**config.mk**
```make
export PLATFORM = sky130hd
export DESIGN_NAME = protected_id_set_table
export DESIGN_NICKNAME = d
export VERILOG_FILES = /design/src/rtl/pist_pkg.sv /design/src/rtl/pist_cell.sv /design/src/rtl/protected_id_set_table.sv
export SDC_FILE = /design/constraint.sdc
export NUM_CORES = 2
export LEC_CHECK = 0
export BUFFER_PORTS_ARGS = -buffer_cell sky130_fd_sc_hd__buf_2
export CAP_MARGIN = 20
export CORE_ASPECT_RATIO = 1.1
export CORE_MARGIN = 2
export CORE_UTILIZATION = 40
export CTS_CLUSTER_DIAMETER = 80
export DETAILED_ROUTE_END_ITERATION = 12
export GPL_TIMING_DRIVEN = 0
export PLACE_DENSITY = 0.51
export SYNTH_ARGS = -nofsm -noshare
export SYNTH_HDL_FRONTEND = slang
export SYNTH_SLANG_ARGS = --single-unit
```
**constraint.sdc**
```tcl
create_clock -name clk -period 16.15 [get_ports clk]
set_input_delay 0.8075 -clock clk [delete_from_list [all_inputs] [get_ports clk]]
set_output_delay 0.8075 -clock clk [all_outputs]
set_load 0.01 [all_outputs]
```
**src/rtl/pist_pkg.sv**
```systemverilog
// ----------------------------------------------------------------------------
// pist_pkg: shared types and codes for the protected id set table
// Operation and status codes, field widths and the command struct that the
// top level broadcasts to every cell of the chain.
// ----------------------------------------------------------------------------
package pist_pkg;

	localparam int unsigned ID_W  = 32;
	localparam int unsigned OP_W  = 2;
	localparam int unsigned ST_W  = 2;
	localparam int unsigned OUT_CNT_W = 7;

	localparam logic [OP_W-1:0] OP_LOOKUP = 2'd0;
	localparam logic [OP_W-1:0] OP_INSERT = 2'd1;
	localparam logic [OP_W-1:0] OP_REMOVE = 2'd2;

	localparam logic [ST_W-1:0] ST_OK        = 2'd0;
	localparam logic [ST_W-1:0] ST_FULL      = 2'd1;
	localparam logic [ST_W-1:0] ST_DUP       = 2'd2;
	localparam logic [ST_W-1:0] ST_NOT_FOUND = 2'd3;

	// command seen by all cells in the update cycle
	typedef struct packed {
		logic            ins_en;  // store pid in the cell whose slot equals the count
		logic            rem_en;  // close the gap at the matching cell
		logic [ID_W-1:0] pid;
	} pist_cmd_t;

endpackage

```
**src/rtl/pist_cell.sv**
```systemverilog
// ----------------------------------------------------------------------------
// pist_cell: one slot of the identifier chain
// Holds one identifier and its valid mark, reports a match, and on a remove
// takes over the contents of its upper neighbor when the hole is at or below.
// ----------------------------------------------------------------------------
module pist_cell (
	input  logic                     clk,
	input  logic                     arst_n,
	input  pist_pkg::pist_cmd_t      cmd,
	input  logic                     wr_here,    // this slot is the next free one
	input  logic                     shift_in,   // a match lies below this cell
	input  logic [pist_pkg::ID_W-1:0] up_id,
	input  logic                     up_valid,
	output logic                     hit,
	output logic                     shift_out,
	output logic [pist_pkg::ID_W-1:0] id_q,
	output logic                     valid_q
);
	import pist_pkg::*;

	assign hit       = valid_q && (id_q == cmd.pid);
	assign shift_out = shift_in | hit;

	always_ff @(posedge clk or negedge arst_n) begin
		if (!arst_n) begin
			valid_q <= 1'b0;
		end else if (cmd.rem_en && shift_out) begin
			valid_q <= up_valid;
		end else if (cmd.ins_en && wr_here) begin
			valid_q <= 1'b1;
		end
	end

	// payload, no reset
	always_ff @(posedge clk) begin
		if (cmd.rem_en && shift_out) begin
			id_q <= up_id;
		end else if (cmd.ins_en && wr_here) begin
			id_q <= cmd.pid;
		end
	end

endmodule

```
**src/rtl/protected_id_set_table.sv**
```systemverilog
// ----------------------------------------------------------------------------
// protected_id_set_table: bounded set of 32-bit identifiers
// Lookup, insert and remove on a packed chain of SET_SIZE identifier cells.
// ----------------------------------------------------------------------------
// Usage:
//  - Slave side (s_*): one beat per operation. s_tuser carries the operation
//    (lookup, insert, remove; the unused code behaves as a lookup), s_tdata
//    carries the identifier.
//  - Master side (m_*): one beat per operation with status, the membership
//    flag (presence before the operation) and the entry count after it.
//  - In the accept cycle a beat's operation is registered; in its update
//    cycle, once the output register is free, the identifier is compared
//    against every cell at once, the chain is updated and the output register
//    loaded, which raises m_tvalid. A new beat is accepted only after the
//    previous one's single compare-and-update cycle over the whole chain.
//  - Entries stay packed in slots 0..count-1: an insert writes slot count, a
//    remove makes every cell at and above the match take its upper
//    neighbor's contents in the same cycle.
//  - Reset clears all valid marks and the count; no clearing pass is needed.
//  - While a result waits on a stalled m_tready, the next beat is still
//    accepted; its update then waits until the output register is free.
// ----------------------------------------------------------------------------
module protected_id_set_table #(
	parameter int unsigned SET_SIZE = 64
) (
	input  logic        clk,
	input  logic        arst_n,
	input  logic        s_tvalid,
	output logic        s_tready,
	input  logic [31:0] s_tdata,   // [31:0] process_id
	input  logic [1:0]  s_tuser,   // [1:0] operation
	output logic        m_tvalid,
	input  logic        m_tready,
	output logic [15:0] m_tdata    // [1:0] status, [2] member, [9:3] entry_count, [15:10] 0
);
	import pist_pkg::*;

	localparam int unsigned CNT_W = $clog2(SET_SIZE + 1);

	// accepted beat, waiting for its update cycle
	logic              busy_q;
	logic [OP_W-1:0]   op_s1;
	logic [ID_W-1:0]   pid_s1;

	logic [CNT_W-1:0]  count_q;

	logic              m_tvalid_q;
	logic [15:0]       m_tdata_q;

	// chain wiring
	logic [SET_SIZE-1:0] hit;
	logic [SET_SIZE:0]   shift;
	logic [ID_W-1:0]     cell_id    [SET_SIZE];
	logic [SET_SIZE-1:0] cell_valid;

	logic       exec;
	logic       present;
	logic       is_full;
	pist_cmd_t  cmd;
	logic [ST_W-1:0]  status;
	logic [CNT_W-1:0] count_nxt;
	logic [CNT_W+OUT_CNT_W-1:0] count_ext;

	assign s_tready = !busy_q;
	assign m_tvalid = m_tvalid_q;
	assign m_tdata  = m_tdata_q;

	// update cycle fires once the output register can take the result
	assign exec    = busy_q && (!m_tvalid_q || m_tready);
	assign present = |hit;
	assign is_full = (count_q >= CNT_W'(SET_SIZE));

	always_comb begin
		cmd.pid    = pid_s1;
		cmd.ins_en = exec && (op_s1 == OP_INSERT) && !is_full && !present;
		cmd.rem_en = exec && (op_s1 == OP_REMOVE) && present;

		status    = ST_OK;
		count_nxt = count_q;
		case (op_s1)
			OP_INSERT: begin
				if (is_full) begin
					status = ST_FULL;
				end else if (present) begin
					status = ST_DUP;
				end else begin
					count_nxt = count_q + CNT_W'(1);
				end
			end
			OP_REMOVE: begin
				if (present) begin
					count_nxt = count_q - CNT_W'(1);
				end else begin
					status = ST_NOT_FOUND;
				end
			end
			default: begin
				status = ST_OK;   // lookup and unused code
			end
		endcase
		count_ext = {{OUT_CNT_W{1'b0}}, count_nxt};
	end

	// the chain of cells; the top cell pulls in an empty slot on a remove
	assign shift[0] = 1'b0;

	genvar gi;
	generate
		for (gi = 0; gi < SET_SIZE; gi++) begin : g_cell
			logic [ID_W-1:0] up_id;
			logic            up_valid;
			if (gi == SET_SIZE - 1) begin : g_top
				assign up_id    = '0;
				assign up_valid = 1'b0;
			end else begin : g_mid
				assign up_id    = cell_id[gi+1];
				assign up_valid = cell_valid[gi+1];
			end

			pist_cell u_cell (
				.clk       (clk),
				.arst_n    (arst_n),
				.cmd       (cmd),
				.wr_here   (count_q == CNT_W'(gi)),
				.shift_in  (shift[gi]),
				.up_id     (up_id),
				.up_valid  (up_valid),
				.hit       (hit[gi]),
				.shift_out (shift[gi+1]),
				.id_q      (cell_id[gi]),
				.valid_q   (cell_valid[gi])
			);
		end
	endgenerate

	// control
	always_ff @(posedge clk or negedge arst_n) begin
		if (!arst_n) begin
			busy_q     <= 1'b0;
			count_q    <= '0;
			m_tvalid_q <= 1'b0;
		end else begin
			if (s_tvalid && s_tready) begin
				busy_q <= 1'b1;
			end else if (exec) begin
				busy_q <= 1'b0;
			end

			if (exec) begin
				count_q    <= count_nxt;
				m_tvalid_q <= 1'b1;
			end else if (m_tready) begin
				m_tvalid_q <= 1'b0;
			end
		end
	end

	// payload
	always_ff @(posedge clk) begin
		if (s_tvalid && s_tready) begin
			op_s1  <= s_tuser;
			pid_s1 <= s_tdata;
		end
		if (exec) begin
			m_tdata_q <= {6'b0, count_ext[OUT_CNT_W-1:0], present, status};
		end
	end

endmodule
```
== Yosys cells after proc, flatten, opt, wreduce, memory -nomap -nowiden ==
Index checks and enable logic that the tools add are counted.
Cells by class
  add/subtract/negate cells: 2
  $lt $le $gt $ge: 1
  eq/ne operators: 129
  muxes and demuxes: 266
  bitwise operators: 63
  reductions and logical operators: 272
Operators by type and width (count)
  2-to-1 mux 32 bit: 126
  equality test 32 bit: 64
  equality test 7 x 6 -> 1 bit, second input constant: 32
  logical AND 1 bit: 199
  2-to-1 mux 1 bit: 132
  nonzero test 2 bit: 66
  equality test 7 x 5 -> 1 bit, second input constant: 16
  OR reduction 64 bit: 1
  OR 1 bit: 63
  equality test 7 x 4 -> 1 bit, second input constant: 8
  equality test 7 x 3 -> 1 bit, second input constant: 4
  2-to-1 mux 7 bit: 3
  equality test 7 x 2 -> 1 bit, second input constant: 2
  one-hot mux 7 bit (2 select lines): 1
  adder 7 x 1 -> 7 bit, second input constant: 1
  equality test 7 x 1 -> 1 bit, second input constant: 1
  >= comparator 7 bit, second input constant: 1
  zero test 7 bit: 1
  subtractor 7 x 1 -> 7 bit, second input constant: 1
  2-to-1 mux 2 bit: 3
  zero test 1 bit: 4
  one-hot mux 2 bit (2 select lines): 1
  equality test 2 x 1 -> 1 bit, second input constant: 1
  equality test 2 bit, second input constant: 1
  logical OR 1 bit: 1
Storage, ports and cells
  flip-flop bits (word level): 2165
  bits of input ports: 38
  output and inout port bits: 18

== Longest topological paths before layout ==
  depth after elaboration: 67
  depth in mapped cells: 20
  mapped depth without buffers: 11

== Cells and area by module ==
Synthesis repeated with hierarchy kept, for this count alone.
Unflattened totals
  cells, all modules: 7918
  area total of the unflattened synthesis: 126533.9 um^2
Modules (own cells, without submodules)
  pist_cell: times used 64, cells an instance 119, area an instance 1931.9 um^2
  protected_id_set_table: times used 1, cells an instance 302, area an instance 2895.3 um^2

== Least setup slack after synthesis ==
No wires, ideal clock.
  kind: register to register
  from: register pid_s1[7]
  to: register g_cell[24].u_cell.id_q[0] (netlist name) (enable)
  setup time: 0.472 ns
  arrival: 5.628 ns
  data required time: 15.678 ns
  slack: 10.050 ns
  cell stages (with the launch flop): 17
  clock period less this slack: 6.100 ns
  cells stage by stage: edfxtp_1 > buf_4 > buf_4 > buf_6 > buf_4 > buf_6 > buf_2 > o221ai_1 > nor4_1 > nand4_1 > nand4_1 > nor4_2 > nand4b_2 > nor2_4 > nand3_1 > buf_2 > o32ai_1
On the way
  word-level cells in the longest chain between the ends: 28
RTL lines
  from (decl): RTL line protected_id_set_table.sv:43  | logic [ID_W-1:0] pid_s1;
  from (signal assigned): RTL line protected_id_set_table.sv:162  | pid_s1 <= s_tdata;
  equality test 32 bit: RTL line pist_cell.sv:21  | assign hit = valid_q && (id_q == cmd.pid);
  logical AND 1 bit: RTL line pist_cell.sv:21
  OR 1 bit (24 in series): RTL line pist_cell.sv:22  | assign shift_out = shift_in | hit;
  logical AND 1 bit: RTL line pist_cell.sv:36  | if (cmd.rem_en && shift_out) begin
  nonzero test 2 bit (no source line) (*)
  to (signal assigned): RTL line pist_cell.sv:37  | id_q <= up_id;
  to (signal assigned): RTL line pist_cell.sv:39  | id_q <= cmd.pid;
  to (decl): RTL line pist_cell.sv:16  | output logic [pist_pkg::ID_W-1:0] id_q,
Every way passes the cells marked *; elsewhere a longest branch is shown, timed or not.
A chain may end at the register's enable or synchronous reset.

== Worst setup path in the final report ==
  from: register pid_s1[16]
  to: register g_cell[44].u_cell.id_q[15] (netlist name) (enable)
On the way
  word-level cells in the longest chain between the ends: 48
RTL lines (RTL line)
  equality test 32 bit: pist_cell.sv:21
  logical AND 1 bit: pist_cell.sv:21
  OR 1 bit (44 in series): pist_cell.sv:22
  logical AND 1 bit: pist_cell.sv:36
  nonzero test 2 bit (no source line) (*)
  to (signal assigned): pist_cell.sv:37
  to (signal assigned): pist_cell.sv:39
  to (decl): pist_cell.sv:16
Marks and branches as above.

==> flow_summary.yaml <==
status:
  outcome: "finished, violations left"
  violations: "hold timing"
layout:
  final_layout_size_suffix_gt1_share_pct: 31.4
  utilization_pct: 46.4
  mostFrequentLayoutCell: "edfxtp_1"
  fin_nets: 8941
  final_cell_mix: "edfxtp_1, mux2_2, xor2_1, xnor2_1, mux2_1"
  syn2layout_area_growth_pct: 15.5
worst_setup_path:
  crit_slowest_cell: "nor3_1"
  max_stage_delay_ns: 0.99
  r2r_start: "pid_s1[16]"
  path_class: "reg -> reg"
  r2r-end: "g_cell[44].u_cell.id_q[15]"
  arrival_ns: 11.25
  end_kind: "flop"
  reg2reg_depth: 18
  crit_family: "buffers and inverters"
  rrSetupSlack_ns: 5.49
  crit_path_frequent_cell: "buf_8"
  cp-endpoint: "g_cell[44].u_cell.id_q[15]"
  critical_path_buf_inv_count: 8
  crit_cells: 18
  cp-startpoint: "pid_s1[16]"
  crit_chain: "buf_6 > buf_6 > buf_8 > buf_8 > buf_8 > xnor2_1 > nand4_1 > nor4_1 > nand4_1 > o41ai_1 > nor3_1 > nand3_1 > buf_2 > nor2_4 > nand4_2 > clkbuf_1 > buf_2 > o21ai_4"
  startpoint_type: "flop"
  required_ns: 16.74
  crit_path_max_fanout: 32
floorplanning:
  core_mm2: 0.295
  dieArea_mm2: 0.301
  initial_utilization_pct: 40.2
  rows: 209
  num_io_pins: 56
  die-height_um: 575
  die_w_um: 523
power_and_ir_drop:
  powerDensity_mw_per_mm2: 130
  irDropWorstVdd_mv: 0.114
  power_leakage_nw: 46.5
min_path:
  worstHoldPathType: "in -> reg"
detailed_routing:
  num_vias: 87000
  wl_um: 703000
  wire_per_inst_um: 53.6
  via_per_inst: 6.63
  drt_iter0_drc: 14500
  dr.pass1.iters: 7
  drcViolationCount: 0
  ant_nets: 0
clock_network:
  cts_resized: 0
  clockBufferDepth: 4
  root_buffer: "clkbuf_16"
  cts.sink_count: 2165
  worstSkewPairLatency_ns: 1.00
  numCtsBuffers: 267
  tritoncts: "done"
  path_clk_slew_ns: 0.06
  post_cts_buffers: 0
  htreeDepth: 5
timing:
  hold_ws_ns: -0.0118
  rsz0062_at_grt: "no"
  skew_ns: 0.0798
  fmax_mhz: 93.8
  timing_hold_violations_final: 5
  fin_crit_ns: 10.66
  min_period_over_period_pct: 66.0
  maxSlewViolCount: 0
  tns_ns: 0
  relSlewSlack_pct: 8.35
  setup_viol: 0
  worst_pin_slew_ns: 1.37
yosys:
  ys_async_sr_fraction_pct: 3.37
  yosysTopAreaCellShare_pct: 52.2
  synth_warnings: 0
  yosysUniqueCellTypes: 103
  ys_seq_elements: 2165
  synth_ff_type: "edfxtp_1"
  syn_inst: 8391
  synth_area_per_cell_um2: 14.1
  synth_edf_count: 2060
  syn-cell-area_mm2: 0.118
  seq_area_frac_synth_pct: 54.3
  synth_top_area_cell: "edfxtp_1"
  synthTopCellsByArea: "edfxtp_1, mux2_2, xor2_1"
grt:
  grt_max_degree: 38
  grt_pass1_wl_um: 880000
  grt-ovfl-total: 0
  antenna_found_initial: 109
  grt.total_usage_pct: 45.7
  grt_pass1_vias: 80900
run:
  timing.max_cap.violations: 0
placed_design:
  dp_hpwl_um: 502000
  gp_congestion: 1.06
  portBuffers: 49
-- where the power goes --
part / leakage (nW) / internal, mW / total [mW] / switching (mW)
logic: 22.6 / 1.34 / 5.05 / 3.71
registers: 19.7 / 6.41 / 6.50 / 0.0905
clock network: 4.22 / 3.57 / 6.29 / 2.73
-- worst min path at each step --
stage,slack [ns],from,end,cells past startpoint
after floorplan,0.45,g_cell[0].u_cell.valid_q,g_cell[0].u_cell.valid_q,1
after global placement,0.47,g_cell[0].u_cell.valid_q,g_cell[0].u_cell.valid_q,1
after detailed placement,0.48,g_cell[0].u_cell.valid_q,g_cell[0].u_cell.valid_q,1
after CTS,0.0005,s_tdata[28],pid_s1[28],1
after global routing,-0.0005,s_tdata[31],pid_s1[31],1
final,-0.01,s_tdata[10],pid_s1[10],1
-- logic make-up after synthesis --
kind of cell,after synthesis,synth area share (%)
xor+xnor,2038,15.1
flops,2165,54.3
buf+inv,754,4.05
other cells,1,0.00316
compound gates,297,1.85
fa+ha+maj,6,0.0634
mux,2025,19.4
simple gates,1105,5.32
-- timing repair --
action,CTS,global route
hold buffers,9,2
endpoints found under the hold margin,44,2
endpoints found under the setup margin,0,0
-- registers in the layout (all words and copies together) (netlist names) --
name,count
count_q,7
pid_s1,32
m_tdata,10
busy_q,1
g_cell.u_cell.valid_q,64
m_tvalid,1
op_s1,2
g_cell.u_cell.id_q,2048
-- cell type report --
cell class                 count  area [um2]
fill                       26300      158000
sequential                  2165       64300
multi-input combinational   5477       50100
clock buffer                 355        7280
tap                         3903        4880
buffer                       710        4750
timing repair buffer         232        3640
clock inverter               123        1340
antenna                      114         285
inverter                      44         165
-- synth_stat cells, drive strengths merged, types with 4 or more instances --
library cell  instances
a21boi                4
a21oi                33
a2bb2oi               9
a31o                  4
a31oi                15
a32o                  5
and2                 14
and3                 10
buf                 451
clkbuf              259
dfrtp                73
dfxtp                32
edfxtp             2060
ha                    6
inv                  44
mux2               1987
mux2i                38
nand2               148
nand2b               15
nand3               119
nand4               227
nand4b                4
nor2                 99
nor2b                10
nor3                 76
nor4                329
o211ai                5
o21a                  4
o21ai               108
o21bai               28
o221ai                7
o22a                 15
o22ai                 5
o2bb2ai               4
o31ai                11
o32ai                 6
o41ai                 4
or2                   4
or3                  28
or4                  11
xnor2               756
xor2               1282
-- per-layer routing --
layer | global-route usage, % | wire length (um) | vias up
li1 | - | - | 32100
met1 | 53.3 | 246000 | 45000
met2 | 64.9 | 293000 | 7572
met3 | 16.0 | 83800 | 2318
met4 | 43.2 | 79000 | 38
met5 | 1.83 | 865 | -
-- per-stage QoR --
step                worst slack [ns]  power, mW  hold WS [ns]  cell area (um2)  cells
floorplan                      10.05       8.55         0.452           119000   8396
global placement                2.65       11.1         0.468           124000  12300
detailed placement              6.36       11.3         0.478           128000  12500
CTS                             6.32       17.4      0.000538           136000  13000
global route                    6.06       17.8     -0.000474           137000  13000
finish                          5.49       17.8       -0.0118           137000  13100
(Power assumes the default switching activity.)
